--- src/rtl/tdpc_pkg.sv ---
`timescale 1ns / 1ps
// ----------------------------------------------------------------------------
// tdpc_pkg - shared types and constants of the trial division prime counter
// Item layouts, datapath widths and sequencer states.
// ----------------------------------------------------------------------------
package tdpc_pkg;

	localparam int NUM_WIDTH   = 32;
	localparam int COUNT_WIDTH = 32;
	// Divisor never exceeds floor(sqrt(2^NUM_WIDTH - 1)) + 1
	localparam int DIV_WIDTH   = NUM_WIDTH / 2 + 1;
	localparam int BIT_CNT_W   = $clog2(NUM_WIDTH);
	localparam logic [DIV_WIDTH-1:0] FIRST_DIVISOR = DIV_WIDTH'(2);

	typedef struct packed {
		logic [NUM_WIDTH-1:0] number;
		logic                 clear_count;
	} req_item_t;

	typedef struct packed {
		logic                   prime_flag;
		logic [COUNT_WIDTH-1:0] prime_total;
	} rsp_item_t;

	typedef enum logic [1:0] {
		ST_IDLE,
		ST_DIVIDE,
		ST_CHECK,
		ST_FINISH
	} seq_state_t;

endpackage

--- src/rtl/trial_division_prime_counter_unit.sv ---
`timescale 1ns / 1ps
// ----------------------------------------------------------------------------
// trial_division_prime_counter_unit - primality test with running prime count
// Tests one number per item by trial division and keeps a saturating tally.
// ----------------------------------------------------------------------------
// Usage:
//   Request channel (req_valid / req_stall / req_data) carries one number and
//   a clear_count bit. Hold req_valid with a steady payload until req_stall is
//   low; the unit stalls the request side for the whole test of an item.
//   Response channel (rsp_valid / rsp_stall / rsp_data) returns exactly one
//   item per request: the prime flag and the running prime total, which
//   saturates at its maximum. clear_count zeroes the total before counting.
//   One shared restoring divider runs through all NUM_WIDTH dividend bits for
//   each trial divisor, then a check step either ends the test or moves on to
//   the next divisor. Numbers below two skip the divider and go straight to
//   the finish step; a 32-bit prime near the top of the range is the slowest.
//   One item is in work at a time; the next is taken once the result sits in
//   the response register, even while the receiver stalls it.
//   Reset (arst_n low) clears the total and returns the sequencer to idle.
//   A stalled response holds its value; the unit waits at the end of the next
//   test until the response register is free.
// ----------------------------------------------------------------------------
module trial_division_prime_counter_unit
	import tdpc_pkg::*;
(
	input  logic      clk,
	input  logic      arst_n,
	input  logic      req_valid,
	output logic      req_stall,
	input  req_item_t req_data,
	output logic      rsp_valid,
	input  logic      rsp_stall,
	output rsp_item_t rsp_data
);

	seq_state_t state_q, state_d;

	// Datapath registers
	logic [NUM_WIDTH-1:0]   held_number_q;   // number under test
	logic [NUM_WIDTH-1:0]   dividend_q;      // shifts out one bit a cycle while dividing
	logic [NUM_WIDTH-1:0]   quotient_q;
	logic [DIV_WIDTH-1:0]   remainder_q;
	logic [DIV_WIDTH-1:0]   divisor_q;
	logic [BIT_CNT_W-1:0]   bit_cnt_q;
	logic                   prime_q;
	logic [COUNT_WIDTH-1:0] tally_q;
	logic                   rsp_valid_q;
	rsp_item_t              rsp_data_q;

	// Control strobes from the sequencer
	logic take_req, start_div, step_div, next_div, set_prime, clr_prime, emit_rsp;

	// Shared divider step: bring down the next dividend bit, try to subtract
	logic [DIV_WIDTH:0] trial_rem;
	logic [DIV_WIDTH:0] trial_diff;
	logic               trial_fits;
	logic               last_bit;
	logic               divisor_gt_quot;
	logic               number_small;

	assign trial_rem       = {remainder_q, dividend_q[NUM_WIDTH-1]};
	assign trial_diff      = trial_rem - {1'b0, divisor_q};
	assign trial_fits      = (trial_rem >= {1'b0, divisor_q});
	assign last_bit        = (bit_cnt_q == BIT_CNT_W'(NUM_WIDTH - 1));
	// Loop ends once d exceeds n / d, i.e. d * d > n
	assign divisor_gt_quot = (NUM_WIDTH'(divisor_q) > quotient_q);
	assign number_small    = (req_data.number < NUM_WIDTH'(2));

	// Sequencer state register
	always_ff @(posedge clk or negedge arst_n) begin
		if (!arst_n) begin
			state_q <= ST_IDLE;
		end else begin
			state_q <= state_d;
		end
	end

	// Next state and strobes
	always_comb begin
		state_d   = state_q;
		req_stall = 1'b1;
		take_req  = 1'b0;
		start_div = 1'b0;
		step_div  = 1'b0;
		next_div  = 1'b0;
		set_prime = 1'b0;
		clr_prime = 1'b0;
		emit_rsp  = 1'b0;
		case (state_q)
			ST_IDLE: begin
				req_stall = 1'b0;
				if (req_valid) begin
					take_req = 1'b1;
					// Zero and one are not prime: skip the divider
					if (number_small) begin
						clr_prime = 1'b1;
						state_d   = ST_FINISH;
					end else begin
						start_div = 1'b1;
						state_d   = ST_DIVIDE;
					end
				end
			end
			ST_DIVIDE: begin
				step_div = 1'b1;
				if (last_bit) begin
					state_d = ST_CHECK;
				end
			end
			ST_CHECK: begin
				if (divisor_gt_quot) begin
					set_prime = 1'b1;
					state_d   = ST_FINISH;
				end else if (remainder_q == '0) begin
					clr_prime = 1'b1;
					state_d   = ST_FINISH;
				end else begin
					next_div = 1'b1;
					state_d  = ST_DIVIDE;
				end
			end
			ST_FINISH: begin
				// Wait for the response register to drain
				if (!rsp_valid_q || !rsp_stall) begin
					emit_rsp = 1'b1;
					state_d  = ST_IDLE;
				end
			end
			default: begin
				state_d = ST_IDLE;
			end
		endcase
	end

	// Divider datapath; payload only, no reset
	always_ff @(posedge clk) begin
		if (take_req) begin
			held_number_q <= req_data.number;
			dividend_q    <= req_data.number;
		end
		if (start_div) begin
			divisor_q   <= FIRST_DIVISOR;
			remainder_q <= '0;
			quotient_q  <= '0;
			bit_cnt_q   <= '0;
		end else if (next_div) begin
			// Advance to the next trial divisor and restart the division
			divisor_q   <= divisor_q + DIV_WIDTH'(1);
			dividend_q  <= held_number_q;
			remainder_q <= '0;
			quotient_q  <= '0;
			bit_cnt_q   <= '0;
		end else if (step_div) begin
			dividend_q  <= {dividend_q[NUM_WIDTH-2:0], 1'b0};
			quotient_q  <= {quotient_q[NUM_WIDTH-2:0], trial_fits};
			remainder_q <= trial_fits ? trial_diff[DIV_WIDTH-1:0]
			                          : trial_rem[DIV_WIDTH-1:0];
			bit_cnt_q   <= bit_cnt_q + BIT_CNT_W'(1);
		end
		if (set_prime) begin
			prime_q <= 1'b1;
		end else if (clr_prime) begin
			prime_q <= 1'b0;
		end
		if (emit_rsp) begin
			rsp_data_q.prime_flag  <= prime_q;
			rsp_data_q.prime_total <= (prime_q && (tally_q != '1))
			                          ? tally_q + COUNT_WIDTH'(1) : tally_q;
		end
	end

	// Running tally and response valid
	always_ff @(posedge clk or negedge arst_n) begin
		if (!arst_n) begin
			tally_q     <= '0;
			rsp_valid_q <= 1'b0;
		end else begin
			if (take_req && req_data.clear_count) begin
				tally_q <= '0;
			end else if (emit_rsp && prime_q && (tally_q != '1)) begin
				tally_q <= tally_q + COUNT_WIDTH'(1);
			end
			if (emit_rsp) begin
				rsp_valid_q <= 1'b1;
			end else if (!rsp_stall) begin
				rsp_valid_q <= 1'b0;
			end
		end
	end

	assign rsp_valid = rsp_valid_q;
	assign rsp_data  = rsp_data_q;

endmodule
--- config.mk ---
export PLATFORM = sky130hd
export DESIGN_NAME = trial_division_prime_counter_unit
export DESIGN_NICKNAME = d
export VERILOG_FILES = /design/src/rtl/tdpc_pkg.sv /design/src/rtl/trial_division_prime_counter_unit.sv
export SDC_FILE = /design/constraint.sdc
export NUM_CORES = 1
export LEC_CHECK = 0
export BUFFER_PORTS_ARGS = -buffer_cell sky130_fd_sc_hd__buf_4
export CORE_MARGIN = 4
export CORE_UTILIZATION = 30
export CTS_CLUSTER_DIAMETER = 120
export DETAILED_ROUTE_END_ITERATION = 8
export PLACE_DENSITY = 0.5
export SKIP_LAST_GASP = 1
export SYNTH_ARGS = -nofsm -noshare
export SYNTH_HDL_FRONTEND = slang
export SYNTH_SLANG_ARGS = --single-unit
export TNS_END_PERCENT = 100
--- constraint.sdc ---
create_clock -name clk -period 6.8 [get_ports clk]
set_clock_uncertainty 0.2 [all_clocks]
set_input_delay 0.68 -clock clk [delete_from_list [all_inputs] [get_ports clk]]
set_output_delay 0.68 -clock clk [all_outputs]
set_load 0.1 [all_outputs]
---- Word level (Yosys, flattened, before mapping) ----
Index checks and enable logic that the tools add are counted.
storage, ports and cells
  bits in registers ....................... 204
  bits in latches ......................... 0
  bits in writable memories ............... 0
  memory bits (read-only) ................. 0
  input port bits ......................... 37
  output and inout bits ................... 35
  word-level logic and storage cells ...... 76
  memories ................................ 0
operators by class
  add/sub/neg operators ................... 4
  $mul .................................... 0
  div/mod/pow operators ................... 0
  $lt $le $gt $ge ......................... 3
  eq/ne operators ......................... 9
  shifts and indexed selects .............. 0
  muxes and demuxes ....................... 36
  bitwise gates (word level) .............. 0
  reduce and logical (&&, ||, !) cells .... 12
operators with widths
  cell                                                         count
  2-to-1 mux 32 bit                                            7
  adder 32 x 1 -> 32 bit, second input constant                1
  > comparator 17 x 32 -> 1 bit                                1
  less-than comparator 32 x 2 -> 1 bit, second input constant  1
  inequality test 32 bit, second input constant                1
  2-to-1 mux 1 bit                                             20
  greater-or-equal comparator 18 x 17 -> 1 bit                 1
  adder 17 x 1 -> 17 bit, second input constant                1
  zero test 17 bit                                             1
  2-to-1 mux 17 bit                                            1
  subtractor 17 bit                                            1
  2-to-1 mux 2 bit                                             6
  one-hot mux 2 bit (4 select lines)                           1
  inequality test 2 bit, second input constant                 3
  adder 5 x 1 -> 5 bit, second input constant                  1
  equality test 5 bit, second input constant                   1
  equality test 2 bit, second input constant                   2
  logical AND 1 bit                                            4
  AND reduction 3 bit                                          1
  equality test 2 x 1 -> 1 bit, second input constant          1
  zero test 1 bit                                              2
  zero test 2 bit                                              1
  inequality test 2 x 1 -> 1 bit, second input constant        1
  one-hot mux 1 bit (2 select lines)                           1
  other kinds (3)                                              3

---- Depth between registers and ports, before layout ----
  word-level depth ........................ 8
  gate-level depth with buffers ........... 13
  depth with buffers taken out ............ 11

---- Worst setup path after synthesis ----
OpenSTA, ideal clock, no wires.
  path type ............................... reg-to-reg
  start point ............................. reg rsp_valid_q (netlist: rsp_valid)
  end point ............................... reg tally_q[10]
  library setup time ...................... 82 ps
  arrival time ............................ 3604 ps
  required time ........................... 6518 ps
  path slack .............................. 2914 ps
  stages on the path, launching flop included .. 7
  buffers on the path ..................... 2
  period minus slack after synthesis ...... 3886 ps
  path through ............................ dfrtp_1 -> a21oi_1 -> and2_1 -> buf_4 -> clkbuf_1 -> nand2_1 -> a31oi_1
between the ends
  cells in the longest elaborated chain, start to end .. 7
ends and longest elaborated chain
  what                                 RTL line                                  RTL
  start, declared                      trial_division_prime_counter_unit.sv:47   logic rsp_valid_q;
  start signal, assigned               trial_division_prime_counter_unit.sv:176  rsp_valid_q <= 1'b0;
  start signal, assigned               trial_division_prime_counter_unit.sv:184  rsp_valid_q <= 1'b1;
  start signal, assigned               trial_division_prime_counter_unit.sv:186  rsp_valid_q <= 1'b0;
  zero test 1 bit                      trial_division_prime_counter_unit.sv:124  if (!rsp_valid_q || !rsp_stall) begin
  logical OR 1 bit                     trial_division_prime_counter_unit.sv:124
  2-to-1 mux 1 bit                     trial_division_prime_counter_unit.sv:124
  2-to-1 mux 1 bit                     trial_division_prime_counter_unit.sv:89   case (state_q)
  via emit_rsp                         trial_division_prime_counter_unit.sv:51   logic take_req, start_div, step_div, next_div, set_prime, clr_prime, emit_rsp;
  logical AND 1 bit (2 in series)      trial_division_prime_counter_unit.sv:180  end else if (emit_rsp && prime_q && (tally_q != '1)) begin
  nonzero test 2 bit (no source line)  --
  end signal, assigned                 trial_division_prime_counter_unit.sv:181  tally_q <= tally_q + COUNT_WIDTH'(1);
  end, declared                        trial_division_prime_counter_unit.sv:46   logic [COUNT_WIDTH-1:0] tally_q;
The timed path passes the listed nets, and every way through them passes these cells.
A chain may end at the register's enable or synchronous reset.

---- Worst setup path in the final report ----
  start point ............................. reg dividend_q[31]
  end point ............................... reg remainder_q[0]
between the ends
  cells in the longest elaborated chain, start to end .. 2
  elaborated cells between the ends (all ways) .. 3
  classes of those cells .................. 1 x add/sub; 1 x order compare; 1 x mux
ends and longest elaborated chain
  what                                                                                      RTL line                                                                          RTL
  start, declared                                                                           trial_division_prime_counter_unit.sv:40                                           logic [NUM_WIDTH-1:0] dividend_q;
  start signal, assigned                                                                    trial_division_prime_counter_unit.sv:139                                          dividend_q <= req_data.number;
  start signal, assigned                                                                    trial_division_prime_counter_unit.sv:149                                          dividend_q <= held_number_q;
  start signal, assigned                                                                    trial_division_prime_counter_unit.sv:154                                          dividend_q <= {dividend_q[NUM_WIDTH-2:0], 1'b0};
  subtractor 17 bit / greater-or-equal comparator 18 x 17 -> 1 bit (equally long branches)  trial_division_prime_counter_unit.sv:62, trial_division_prime_counter_unit.sv:63
  2-to-1 mux 17 bit (*)                                                                     trial_division_prime_counter_unit.sv:156                                          remainder_q <= trial_fits ? trial_diff[DIV_WIDTH-1:0]
  end signal, assigned                                                                      trial_division_prime_counter_unit.sv:156
  end, declared                                                                             trial_division_prime_counter_unit.sv:42                                           logic [DIV_WIDTH-1:0] remainder_q;
Mark *: on every way between the ends. The rest lies on a longest branch, timed or not.

==> results.md <==
Synthesis:
- The count of distinct cell types in the synthesized netlist is 67.
- The cell area that synthesis handed to floorplanning was 0.0102 sq mm.
- The net count after synthesis is 1207.
- Yosys attributes the largest share of cell area to sky130_fd_sc_hd__dfxtp_1, sky130_fd_sc_hd__edfxtp_1, sky130_fd_sc_hd__dfrtp_1.
- The most used flip-flop cell after synthesis is sky130_fd_sc_hd__dfxtp_1.
- Counting flops and latches in the post-synthesis netlist gives 204.
- After synthesis, the share of flip-flops with an asynchronous set or reset is 17.2%.
- The number of synthesized flops with an enable pin is 65.
- A synthesized cell averages 9.04 sq um.
- The number of synthesis warnings is 0.
- The number of instances in the synthesized netlist is 1131.
- The library cell with the largest summed area after synthesis is sky130_fd_sc_hd__dfxtp_1.
- Summed over its instances, the top area cell type makes up 20.4% of the synthesized netlist area.
- After synthesis, flip-flops and latches occupy 48.0% of the total area.

Worst setup path:
- The required time of the critical path is 7060 ps.
- Along the worst path, the maximum fanout reaches 12.
- Tracing the worst setup path back leads to its startpoint at dividend_q[31].
- The worst setup path is of the reg -> reg kind.
- STA classifies the critical path endpoint as a flip-flop.
- The worst setup path is launched from a flip-flop.
- The number of cells on the worst reg-to-reg path is 12.
- The critical register-to-register path endpoint is remainder_q[0].
- The startpoint identified for the worst register-to-register timing path is dividend_q[31].
- Data on the critical path arrives at its endpoint at 4120 ps.
- The minimum setup slack among reg-to-reg paths is 2940 ps.

Floorplanning:
- The starting density of the core is 30.5%.
- The vertical extent of the die is 193 um.
- The number of top-level pins is 72.
- In this run the horizontal extent of the chip is 193 um.
- The area of the die is 0.0371 sq mm.
- The core region is 0.0335 sq mm.
- In this run the core area contains 67 standard-cell rows.

Min path:
- The path class of the tightest hold or removal check is in -> reg.
- The hold path depth is 1.
- The worst min-delay path startpoint is req_data[1].
- The worst min-delay path endpoint is held_number_q[0].

Global route:
- The first global-routing pass estimated 40000 um of wire.
- In the global route stage, overall resource usage came out at 13.0%.
- The largest net degree at the start of global routing is 78.
- The initial antenna violation count is 0.
- The global route total overflow is 0.
- The via count of the first global-routing pass is 7607.

Run:
- The max-capacitance violation count is 0.

CTS:
- TritonCTS built the clock tree.
- For the worst-skew pair, the clock arrives at the later sink with an insertion delay of 540 ps.
- CTS built an H-tree with a depth of 1.
- The maximum buffer depth of the clock tree is 3.
- Counting every sink on the clock net gives 204.
- The tree is rooted in a sky130_fd_sc_hd__clkbuf_16.
- Clock-pin slew was measured on the worst setup and hold paths at 60 ps.
- The TritonCTS buffer count is 26.

Cells and area:
- The final design instance area without fill is 0.0121 sq mm.
- The share of post-route cells with drive strength above 1 is 11.6%.
- The count of antenna diodes in the layout is 0.
- The core utilization of the finished layout is 35.9%.
- From synthesis to final layout, the design area changed by 17.9%.
- The final-stage net count is 1257.

Drt:
- The final layout contains routed wiring with a total length of 24400 um.
- The total vias in the final route is 7949.
- Using the TritonRoute via totals, the vias-per-cell ratio works out to 4.82.
- The count of unresolved DRC violations after routing is 0.
- After detailed routing, the average wire length per cell comes to 14.8 um.
- The first routing iteration left 488 violations.
- The detail route stage leaves a number of antenna-violating nets equal to 0.
- The number of iterations in the first detailed-routing pass is 5.

Place:
- During placement, the flow inserted port buffers numbering 71.
- Routability-driven placement finished with a final weighted congestion of 0.802.
- After detailed placement, the total cell area comes to 0.0112 sq mm.
- The half-perimeter wire length after detailed placement is 16200 um.

Timing:
- Based on the critical path, the design can be clocked at up to 259 MHz.
- The number of hold-slack violations in the final timing report is 0.
- For the final routed database, the setup TNS stands at 0 ps.
- The final count of pins violating max slew is 0.
- Headroom to the max-slew limit came out at 22.1%.
- Setup violations remaining at the end of the flow were counted as 0.
- Setup repair after global routing left no endpoint under its margin.
- The final critical delay including setup and external delays is 3860 ps.
- For the pin with the worst max-slew slack, the measured transition is 1160 ps.
- The share of the clock period used by the worst path after layout is 56.8%.

Pwr:
- The highest ir drop seen on vdd is 0.291 mV.
- The total power per unit cell area is 444 mW/mm^2.
- The total power is 5.36 mW.
- The static leakage is 4.63 nW.

Outcome:
- The run finished with clean final reports.
## flip-flops by register name, indices dropped and copies added, names as in the netlist, 2 cells and up
| register | count |
|---|---|
| bit_cnt_q | 5 |
| dividend_q | 32 |
| divisor_q | 17 |
| held_number_q | 32 |
| quotient_q | 32 |
| remainder_q | 17 |
| rsp_data | 33 |
| state_q | 2 |
| tally_q | 32 |
## metrics by stage
stage | cells | hold WS (ps) | setup WS (ps)
finish | 1648 | 138 | 2940
global route | 1648 | 111 | 2710
CTS | 1648 | 109 | 2940
detailed placement | 1600 | 229 | 2970
global placement | 1600 | 222 | 3010
floorplan | 1131 | 184 | 2910
## cells in the final DEF, fill, tap and decap left out, types with 11 or more instances in the layout
cell,netlist,layout
sky130_fd_sc_hd__nand2_1,192,192
sky130_fd_sc_hd__nor2_1,120,119
sky130_fd_sc_hd__dfxtp_1,104,104
sky130_fd_sc_hd__a21oi_1,91,90
sky130_fd_sc_hd__buf_4,3,83
sky130_fd_sc_hd__o21ai_0,72,72
sky130_fd_sc_hd__edfxtp_1,65,65
sky130_fd_sc_hd__mux2i_1,50,50
sky130_fd_sc_hd__inv_1,43,43
sky130_fd_sc_hd__ha_1,38,38
sky130_fd_sc_hd__xnor2_1,36,36
sky130_fd_sc_hd__dfrtp_1,35,35
sky130_fd_sc_hd__clkbuf_16,0,26
sky130_fd_sc_hd__nand3_1,24,24
sky130_fd_sc_hd__nand4_1,23,23
sky130_fd_sc_hd__nor4_1,22,22
sky130_fd_sc_hd__xor2_1,17,17
sky130_fd_sc_hd__a211oi_1,15,15
sky130_fd_sc_hd__a31oi_1,13,13
sky130_fd_sc_hd__nor3_1,12,12
sky130_fd_sc_hd__and3_1,11,11
## cells by family (layout without fill, tap and decap cells)
kind of cell	Yosys count	after routing	share of synthesized area (%)
flip-flops	204	204	48.0
buffers and inverters	105	174	4.26
adder cells (fa/ha/maj)	39	39	4.85
AO/OA/AOI/OAI	241	241	14.3
AND/OR/NAND/NOR	438	438	19.0
XOR/XNOR	53	53	4.54
multiplexers	51	51	5.01
## final cells by class
class | count | area [sq um]
flip-flops and latches | 204 | 4910
repair buffers | 84 | 633
inverters | 43 | 161
clock buffers | 29 | 662
well taps | 448 | 561
fillers | 3476 | 21500
clock inverters | 18 | 203
multi-input cells | 822 | 4920
## report_power, final
| part | leakage (nW) | internal [mW] | switching [mW] |
|---|---|---|---|
| Sequential | 1.93 | 1.60 | 0.238 |
| Combinational | 2.29 | 0.789 | 1.35 |
| Clock | 0.415 | 0.850 | 0.528 |
## worst max-delay path: stages (launching register included)
cell and delay, ps:
sky130_fd_sc_hd__dfxtp_1 310, sky130_fd_sc_hd__inv_1 60, sky130_fd_sc_hd__ha_1 220, sky130_fd_sc_hd__fa_1 420, sky130_fd_sc_hd__nor2b_1 190, sky130_fd_sc_hd__o31ai_2 110
sky130_fd_sc_hd__a21oi_1 220, sky130_fd_sc_hd__o31ai_2 110, sky130_fd_sc_hd__o221a_2 300, sky130_fd_sc_hd__o41ai_4 720, sky130_fd_sc_hd__buf_4 360, sky130_fd_sc_hd__mux2_2 350
sky130_fd_sc_hd__a211oi_1 210
## routing by layer
metal  vias up  part of all wire, %  global-route usage (%)  wire, um
li1       4081                    -                       -         -
met3        32                  4.3                    2.55      1060
met5         -                    0                       0         0
met2       104                   45                    20.9     11000
met1      3732                   49                    18.3     11900
met4         0                  1.7                    2.88       404
## worst max-delay path by stage
stage | end | slack, ps | cells after the start
CTS | remainder_q[0] | 2940 | 12
floorplan | tally_q[10] | 2910 | 6
detailed placement | remainder_q[0] | 2970 | 11
global placement | remainder_q[0] | 3010 | 12
finish | remainder_q[0] | 2940 | 12
global route | remainder_q[0] | 2710 | 12
## timing repair
item                      in CTS  in global routing
hold endpoints to repair      35                  0
buffers inserted               0                  0
hold buffers                   1                  0
resized for setup              0                  0
## Yosys cell counts (all sizes together) (24+ instances only)
cell type,n
nor2,120
xnor2,36
dfrtp,35
dfxtp,104
edfxtp,65
a21oi,92
inv,43
ha,38
clkbuf,39
mux2i,50
nand3,24
nand2,192
o21ai,74
No activity file was read; power rests on OpenSTA's default activity.
